==> config.mk <==
export PLATFORM = sky130hd
export DESIGN_NAME = command_frame_parser
export DESIGN_NICKNAME = d
export VERILOG_FILES = /design/src/rtl/cfp_pkg.sv /design/src/rtl/cfp_core.sv /design/src/rtl/cfp_out_queue.sv /design/src/rtl/command_frame_parser.sv
export SDC_FILE = /design/constraint.sdc
export NUM_CORES = 1
export LEC_CHECK = 0
export ABC_AREA = 1
export BUFFER_PORTS_ARGS = -buffer_cell sky130_fd_sc_hd__buf_4
export CAP_MARGIN = 25
export CORE_AREA = 8 8 169 171
export DETAILED_ROUTE_END_ITERATION = 16
export DIE_AREA = 0 0 177 179
export GPL_ROUTABILITY_DRIVEN = 0
export PLACE_DENSITY = 0.75
export SYNTH_ARGS = -nofsm -noshare
export SYNTH_HDL_FRONTEND = slang
export SYNTH_SLANG_ARGS = --single-unit
==> constraint.sdc <==
create_clock -name clk -period 4.7 [get_ports clk]
set_input_delay 0.94 -clock clk [delete_from_list [all_inputs] [get_ports clk]]
set_output_delay 0.94 -clock clk [all_outputs]
set_load 0.1 [all_outputs]
==> src/rtl/cfp_pkg.sv <==
// Shared types and constants for the command frame parser.
package cfp_pkg;

    localparam int unsigned POS_W     = 17;

    localparam logic [POS_W-1:0] POS_MAX    = {POS_W{1'b1}};
    localparam logic [POS_W-1:0] MIN_FRAME  = POS_W'(7);
    localparam logic [POS_W-1:0] HDR_END    = POS_W'(7);
    localparam logic [15:0]      LEN_OVHD   = 16'd5;
    localparam logic [15:0]      EVT_SIZE   = 16'd2;

    typedef logic [2:0] status_t;

    localparam status_t ST_OK       = 3'd0;
    localparam status_t ST_SHORT    = 3'd1;
    localparam status_t ST_BAD_SYNC = 3'd2;
    localparam status_t ST_LEN_ERR  = 3'd3;
    localparam status_t ST_CSUM_ERR = 3'd4;

    localparam logic KIND_PAYLOAD = 1'b0;
    localparam logic KIND_STATUS  = 1'b1;

    typedef struct packed {
        logic        kind;
        logic [7:0]  payload;
        status_t     status;
        logic [7:0]  seq;
        logic [15:0] event_code;
        logic [15:0] length;
        logic        frame_end;
    } result_t;

    typedef struct packed {
        logic    pay_valid;
        result_t pay;
        logic    stat_valid;
        result_t stat;
    } push_t;

endpackage

==> src/rtl/cfp_core.sv <==
// Frame parsing state: position, checksum, header fields and result generation.
module cfp_core
(
    input  logic           clk,
    input  logic           rst_n,
    input  logic           accept,
    input  logic [7:0]     rx_byte,
    input  logic           end_of_frame,
    input  logic [7:0]     sync_value,
    output cfp_pkg::push_t push
);
    import cfp_pkg::*;

    logic [POS_W-1:0] pos_reg, pos_next;
    logic [7:0]       sum_reg, sum_next;
    logic [15:0]      len_reg, len_next;
    logic [7:0]       seq_reg, seq_next;
    logic [15:0]      evt_reg, evt_next;
    logic [7:0]       held_reg, held_next;
    logic             sync_good_reg, sync_good_next;

    logic [POS_W:0]   count;
    logic [POS_W:0]   len_plus;
    logic [7:0]       csum;
    status_t          status;

    assign count    = {1'b0, pos_reg} + (POS_W+1)'(1);
    assign len_plus = (POS_W+1)'({1'b0, len_reg} + {1'b0, LEN_OVHD});
    assign csum     = 8'd0 - sum_reg;

    always_comb
    begin
        priority if (pos_reg < (MIN_FRAME - POS_W'(1)))
            status = ST_SHORT;
        else if (!sync_good_reg)
            status = ST_BAD_SYNC;
        else if (len_plus != count)
            status = ST_LEN_ERR;
        else if (csum != rx_byte)
            status = ST_CSUM_ERR;
        else
            status = ST_OK;
    end

    always_comb
    begin
        push = '0;
        push.pay_valid       = accept && (pos_reg >= HDR_END);
        push.pay.kind        = KIND_PAYLOAD;
        push.pay.payload     = held_reg;
        push.stat_valid      = accept && end_of_frame;
        push.stat.kind       = KIND_STATUS;
        push.stat.status     = status;
        push.stat.seq        = seq_reg;
        push.stat.event_code = evt_reg;
        push.stat.length     = (status == ST_OK) ? (len_reg - EVT_SIZE) : 16'd0;
        push.stat.frame_end  = 1'b1;
    end

    always_comb
    begin
        pos_next       = pos_reg;
        sum_next       = sum_reg;
        len_next       = len_reg;
        seq_next       = seq_reg;
        evt_next       = evt_reg;
        held_next      = held_reg;
        sync_good_next = sync_good_reg;
        if (accept)
        begin
            if (end_of_frame)
            begin
                pos_next       = '0;
                sum_next       = '0;
                len_next       = '0;
                seq_next       = '0;
                evt_next       = '0;
                held_next      = '0;
                sync_good_next = 1'b0;
            end
            else
            begin
                if (pos_reg == '0)
                begin
                    sum_next       = '0;
                    len_next       = '0;
                    seq_next       = '0;
                    evt_next       = '0;
                    held_next      = '0;
                    sync_good_next = (rx_byte == sync_value);
                end
                else
                begin
                    sum_next = sum_reg + rx_byte;
                    unique case (pos_reg)
                        POS_W'(1): seq_next         = rx_byte;
                        POS_W'(2): len_next[7:0]    = rx_byte;
                        POS_W'(3): len_next[15:8]   = rx_byte;
                        POS_W'(4): evt_next[7:0]    = rx_byte;
                        POS_W'(5): evt_next[15:8]   = rx_byte;
                        default:   held_next        = rx_byte;
                    endcase
                end
                if (pos_reg != POS_MAX)
                    pos_next = pos_reg + POS_W'(1);
            end
        end
    end

    always_ff @(posedge clk or negedge rst_n)
    begin
        if (!rst_n)
        begin
            pos_reg       <= '0;
            sum_reg       <= '0;
            len_reg       <= '0;
            seq_reg       <= '0;
            evt_reg       <= '0;
            held_reg      <= '0;
            sync_good_reg <= 1'b0;
        end
        else
        begin
            pos_reg       <= pos_next;
            sum_reg       <= sum_next;
            len_reg       <= len_next;
            seq_reg       <= seq_next;
            evt_reg       <= evt_next;
            held_reg      <= held_next;
            sync_good_reg <= sync_good_next;
        end
    end

endmodule

==> src/rtl/cfp_out_queue.sv <==
// Three-entry result queue taking up to two results per cycle.
module cfp_out_queue
(
    input  logic             clk,
    input  logic             rst_n,
    input  cfp_pkg::push_t   push,
    input  logic             pop,
    output logic             room,
    output logic             head_valid,
    output cfp_pkg::result_t head
);
    import cfp_pkg::*;

    localparam int unsigned DEPTH = 3;

    result_t    q_reg  [DEPTH];
    result_t    q_next [DEPTH];
    logic [1:0] cnt_reg, cnt_next;

    always_comb
    begin
        for (int i = 0; i < DEPTH; i++)
            q_next[i] = q_reg[i];
        cnt_next = cnt_reg;
        if (pop)
        begin
            q_next[0] = q_reg[1];
            q_next[1] = q_reg[2];
            cnt_next  = cnt_next - 2'd1;
        end
        if (push.pay_valid && cnt_next < 2'(DEPTH))
        begin
            q_next[cnt_next] = push.pay;
            cnt_next         = cnt_next + 2'd1;
        end
        if (push.stat_valid && cnt_next < 2'(DEPTH))
        begin
            q_next[cnt_next] = push.stat;
            cnt_next         = cnt_next + 2'd1;
        end
    end

    always_ff @(posedge clk)
    begin
        for (int i = 0; i < DEPTH; i++)
            q_reg[i] <= q_next[i];
    end

    always_ff @(posedge clk or negedge rst_n)
    begin
        if (!rst_n)
            cnt_reg <= '0;
        else
            cnt_reg <= cnt_next;
    end

    assign room       = (cnt_reg <= 2'd1);
    assign head_valid = (cnt_reg != 2'd0);
    assign head       = q_reg[0];

endmodule

==> src/rtl/command_frame_parser.sv <==
// Command frame parser top level: byte stream in, payload and status results out.
// Each result is registered in the output queue before it reaches the master side.
// Throughput: one byte per cycle while s_tready is high; an end-of-frame byte after the
// header gives two results to a three-entry output queue (s_tready low at 2 or more held).
// Reset (rst_n low, asynchronous) clears frame state, the queue and sync_value to zero.
module command_frame_parser
(
    input  logic        clk,
    input  logic        rst_n,
    input  logic        cfg_we,
    input  logic [7:0]  cfg_wdata,
    input  logic        s_tvalid,
    output logic        s_tready,
    input  logic [7:0]  s_tdata,   // [7:0] rx_byte
    input  logic        s_tlast,
    output logic        m_tvalid,
    input  logic        m_tready,
    output logic [55:0] m_tdata,   // [7:0] payload_byte, [10:8] frame_status,
                                   // [18:11] seq_number, [34:19] event_code,
                                   // [50:35] payload_length, [55:51] zero
    output logic        m_tuser,   // result_kind
    output logic        m_tlast    // frame_end
);
    import cfp_pkg::*;

    logic [7:0] sync_reg;
    logic       accept;
    logic       room;
    logic       head_valid;
    push_t      push;
    result_t    head;

    always_ff @(posedge clk or negedge rst_n)
    begin
        if (!rst_n)
            sync_reg <= '0;
        else if (cfg_we)
            sync_reg <= cfg_wdata;
    end

    assign s_tready = room;
    assign accept   = s_tvalid && s_tready;

    cfp_core u_core
    (
        .clk          (clk),
        .rst_n        (rst_n),
        .accept       (accept),
        .rx_byte      (s_tdata),
        .end_of_frame (s_tlast),
        .sync_value   (sync_reg),
        .push         (push)
    );

    cfp_out_queue u_queue
    (
        .clk        (clk),
        .rst_n      (rst_n),
        .push       (push),
        .pop        (m_tvalid && m_tready),
        .room       (room),
        .head_valid (head_valid),
        .head       (head)
    );

    assign m_tvalid = head_valid;
    assign m_tuser  = head.kind;
    assign m_tlast  = head.frame_end;
    assign m_tdata  = {5'd0, head.length, head.event_code, head.seq,
                       head.status, head.payload};

endmodule

Word level (Yosys, flattened, before mapping). Memories as Yosys holds them, arrays and structs flattened. Index checks and enable logic that the tools add are counted.

Flip-flop bits (word level): 84. Bits in writable memories: 159. Memories kept: 1.

Add/sub/neg operators: 9. Magnitude comparators: 9. Equality and inequality tests: 10. Muxes and demuxes: 37. Bitwise logic cells: 2. Reduce and logical (&&, ||, !) cells: 27.

Memory list: u_queue.q_reg (depth 3, width 53, read ports 3, clocked after Yosys merged registers in 0, write ports 3, line cfp_out_queue.sv:16) `result_t q_reg [DEPTH];`.

Operators with widths (count): 159-bit bitwise mux (2); 159-bit two-way mux (2); 53-bit demux with 2-bit select (2); 106-bit two-way mux (1); 53-bit two-way mux (2); 8-bit two-way mux (12); 16-bit two-way mux (5); 17-bit by 2-bit == test with 1-bit output, second input constant (2); 17-bit by 3-bit == test with 1-bit output, second input constant (2); 17-bit two-way mux (2); 17-bit by 1-bit adder with 18-bit output, second input constant (1); 18-bit inequality test (1); 16-bit by 3-bit adder with 17-bit output, second input constant (1); 17-bit by 1-bit adder with 17-bit output, second input constant (1); 17-bit by 1-bit == test with 1-bit output, second input constant (1); 17-bit by 3-bit greater-or-equal comparator with 1-bit output, second input constant (1); 17-bit zero test (1); 17-bit by 3-bit less-than comparator with 1-bit output, second input constant (1); 17-bit inequality test, second input constant (1); 2-bit AND reduction (8); 16-bit by 2-bit subtractor with 16-bit output, second input constant (1); 3-bit nonzero test (5); 3-bit two-way mux (4); 8-bit adder (1); other kinds (17) (34).

Depth between registers and ports, before layout.
Word-level depth: 13. Gate-level depth with buffers: 19. Mapped depth without buffers: 18.

By module. A second synthesis with hierarchy kept.

Cells, all modules: 2339. Area, all modules: 15945.3 um^2.

Modules (own cells, without submodules): cfp_out_queue (instances 1, cells an instance 1510, area an instance 9805.7 um^2, seq. area each 3233.1 um^2); cfp_core (instances 1, cells an instance 785, area an instance 5778.0 um^2, seq. area each 1851.8 um^2); command_frame_parser (instances 1, cells an instance 44, area an instance 361.6 um^2, seq. area each 200.2 um^2).

Worst setup path after synthesis. OpenSTA, ideal clock, no wires.

Kind: input to register. From: input port m_tready. To: memory u_queue.q_reg[0][57] (netlist name). Data arrival time: 3.955 ns. Slack: 0.628 ns. Cell stages on the path: 16. Buffers on the path: 3. Cells stage by stage: clkbuf_1 nand2_1 xor2_1 inv_1 ha_1 nor2_1 nand2_1 o21ai_0 inv_1 ha_1 nor3_2 nand2_1 buf_2 clkbuf_1 o2111ai_1 nand2_1.

RTL lines: start: declaration (line command_frame_parser.sv:17) `input logic m_tready,`; end: declaration (line cfp_out_queue.sv:16).

==> impl_metrics.toml <==
[cts]
clockBufferDepth = 3
htree_levels = 1
cts_buffers = 27
cts_sinks = 243
cts_tree = "built"
clkTransAtPathRegs_ns = 0.06
clkLatencyLatePin_ns = 0.55
hold_buffers = 0
cts-root-buf = "clkbuf_16"

[drt]
routed_wl_um = 32160
drt-pass1-iter-count = 6
routedWlPerCell_um = 15.84
viasPerCell = 5.493
antenna_left = 0
vias = 11160
drc = 0
first_iter_violations = 1210

[worst_setup_path]
path_buf_inv = 5
cp_cell_sequence = "inv_1 -> ha_1 -> inv_2 -> nand2_4 -> xor2_1 -> inv_1 -> ha_1 -> nor2_1 -> nand2_1 -> o21ai_0 -> inv_1 -> ha_1 -> nor3_4 -> nand2_4 -> buf_4 -> nand3_1 -> o21ai_0"
endpoint_kind = "flip-flop"
crit_cells = 17
worstPathArrival_ns = 4.60
path_delay_family = "simple AND/OR/NAND/NOR gates"
crit_fanout = 36
critPathLaunchType = "flip-flop"
critPathMaxStageDelay_ns = 0.40
r2r.worst_path.cells = 17
crit_type = "reg -> reg"
crit_path_top_delay_cell = "dfrtp_1"
required_ns = 5.12

[die]
fp.dieW_um = 177
die_h_um = 179
start_util = 0.4918
io_pins = 82
coreArea_um2 = 25760
rows = 59
dieArea_um2 = 31680

[power]
sequentialPowerShare = 0.304
irDropWorstVdd_v = 0.0006316
p_int_uw = 5751
p_switching_uw = 5429
p_leak_uw = 0.006571
p_comb_frac = 0.494
power_density_nw_per_um2 = 796.7
p_clk_frac = 0.203
switching_share = 0.4856

[synthesis]
synth_edf_count = 0
synthesis.instances = 1697
synth_area_um2 = 12670
ys_seq_area_frac = 0.4171
synth_ff_type = "dfxtp_1"
avgSynthCellArea_um2 = 7.466
synth_cell_types = 45
ys_warn_count = 0
synth_seq_cells = 243
synth_async_sr_flop_share = 0.3457

[sta]
max_slew_margin = 0.2566
fin_skew_ns = 0.01673
finalHoldViolations = 0
timing.hold.ws_ns = 0.4530
fin_crit_ns = 4.176
rsz0062_at_grt = "false"
period_share = 0.8886
slew_viol_final = 0
worst_pin_slew_ns = 1.108
setup-violations-final = 0
max_freq_mhz = 239.4

[placement]
port_buffers = 76
placed_area_um2 = 13020
hpwlAfterDp_um = 21150

[global_routing]
grt_pass1_vias = 10640
gr-total-overflow = 0
grt_pass1_wl_um = 53170
antenna_found_initial = 0
grt_max_degree = 93
grt_use_total = 0.1997

[finish]
post-route-util = 0.5447
n_antenna_cell = 0
design_area_um2 = 14030
drive_gt1_frac = 0.1103
syn_to_final_growth_pct = 10.76
largest_reg_flops = 159
nets = 1724

[hold_path]
hold_class = "reg -> reg"
hold_path_depth = 2

[status]
outcome = "complete, no violations"

[run]
max-cap-violations = 0
[metal layers]
layer	routed length, um	global-route usage	up-vias
met3	2222	0.03054	63
li1	-	-	5543
met4	798	0.06130	0
met1	14800	0.2731	5162
met2	14340	0.3205	388
met5	0	0	-
[timing repair]
action	4_1_cts	5_1_grt
resized for setup	0	7
setup endpoints to repair	0	52
buffers inserted	0	1
[synth_stat cells (3+ instances only)]
cell type	n	area [um2]
a21oi_1	25	125.1
buf_4	56	420.4
buf_6	6	67.56
nor3_1	11	55.05
o22ai_1	22	137.6
nor2_4	5	56.30
o21ai_0	214	1071
buf_2	23	115.1
dfrtp_1	84	2102
xnor2_1	6	52.55
xor2_1	29	254.0
nand3_1	142	710.7
nand2_1	390	1464
nand3_2	5	50.05
dfxtp_1	159	3183
buf_1	4	15.01
o2111ai_1	44	385.4
nand4_1	65	406.6
or2_2	3	18.77
inv_1	191	716.9
inv_2	3	11.26
nor2_2	3	18.77
a311oi_1	8	70.07
nor2_1	77	289.0
nand2_2	6	37.54
clkbuf_1	59	221.5
mux2_2	6	67.56
ha_1	26	325.3
[worst register-to-register path: stages (launching register included)]
cell and delay (ns):
dfrtp_1 0.40, inv_1 0.07, ha_1 0.21, inv_2 0.18, nand2_4 0.19, xor2_1 0.34, inv_1 0.14, ha_1 0.23
nor2_1 0.15, nand2_1 0.11, o21ai_0 0.38, inv_1 0.13, ha_1 0.24, nor3_4 0.37, nand2_4 0.31, buf_4 0.39
nand3_1 0.14, o21ai_0 0.09
[power by group through the flow]
stage          Combinational [uW]  Sequential, uW  Clock, uW
6_report                     5520            3390       2270
3_5_place_dp                 5420            3420          0
5_1_grt                      6050            3480       2400
4_1_cts                      5470            3380       2300
2_1_floorplan                4550            3270          0
3_3_place_gp                 5310            3390          0
[cells in the final DEF, fill, tap and decap left out, drive strengths merged, types with 5 or more instances in the layout]
cell type | synthesis | routed
a311oi | 8 | 8
nor2 | 86 | 86
a21oi | 26 | 26
inv | 194 | 195
o21ai | 218 | 218
clkbuf | 60 | 40
conb | 1 | 5
nand2 | 398 | 398
nor3 | 14 | 14
nand4 | 65 | 65
nand3 | 147 | 147
o22ai | 22 | 22
buf | 89 | 94
o2111ai | 44 | 44
xor2 | 29 | 29
dfxtp | 159 | 159
clkinv | 2 | 6
dfrtp | 84 | 84
xnor2 | 6 | 6
ha | 26 | 26
mux2 | 6 | 6
[logic make-up (layout without fill, tap and decap cells)]
logic type	after synthesis	count (layout)	synth area share
AO/OA/AOI/OAI	323	323	0.1469
multiplexers	6	6	0.005332
adder cells (fa/ha/maj)	27	27	0.02726
flip-flops	243	243	0.4171
AND/OR/NAND/NOR	717	717	0.2541
buffers and inverters	345	340	0.1247
other	1	5	0.0002960
XOR/XNOR	35	35	0.02419
[final cells by class]
| type | count | area [um2] |
|---|---|---|
| tap | 335 | 419.2 |
| clock inverter | 10 | 147.6 |
| timing repair buffer | 94 | 755.7 |
| inverter | 196 | 745.7 |
| sequential | 243 | 5285 |
| clock buffer | 40 | 817.0 |
| fill | 2345 | 11730 |
| multi-input combinational | 1113 | 5863 |
[final timing paths]
path	startpoint	to	slack (ns)
worst max-delay path	u_queue.cnt_reg[0]$_DFF_PN0_	u_queue.q_reg[0][39]$_DFF_P_	0.52
worst min-delay path	u_queue.q_reg[0][150]$_DFF_P_	u_queue.q_reg[0][150]$_DFF_P_	0.45
worst max register to register	u_queue.cnt_reg[0]$_DFF_PN0_	u_queue.q_reg[0][39]$_DFF_P_	0.52
worst min register to register	u_queue.q_reg[0][150]$_DFF_P_	u_queue.q_reg[0][150]$_DFF_P_	0.45
max in group asynchronous	rst_n	u_core.pos_reg[1]$_DFFE_PN0P_	3.39
min in group asynchronous	rst_n	u_core.pos_reg[14]$_DFFE_PN0P_	0.49
[through the flow]
step / power [uW] / TNS (ns) / cells / setup WS [ns]
floorplan: 7828 / 0 / 1701 / 0.6276
global placement: 8702 / 0 / 1978 / 0.1380
detailed placement: 8838 / -2.250 / 1979 / -0.1218
CTS: 11150 / 0 / 2029 / 0.1405
global route: 11930 / 0 / 2031 / 0.1853
finish: 11180 / 0 / 2031 / 0.5236
(Power assumes the default switching activity.)
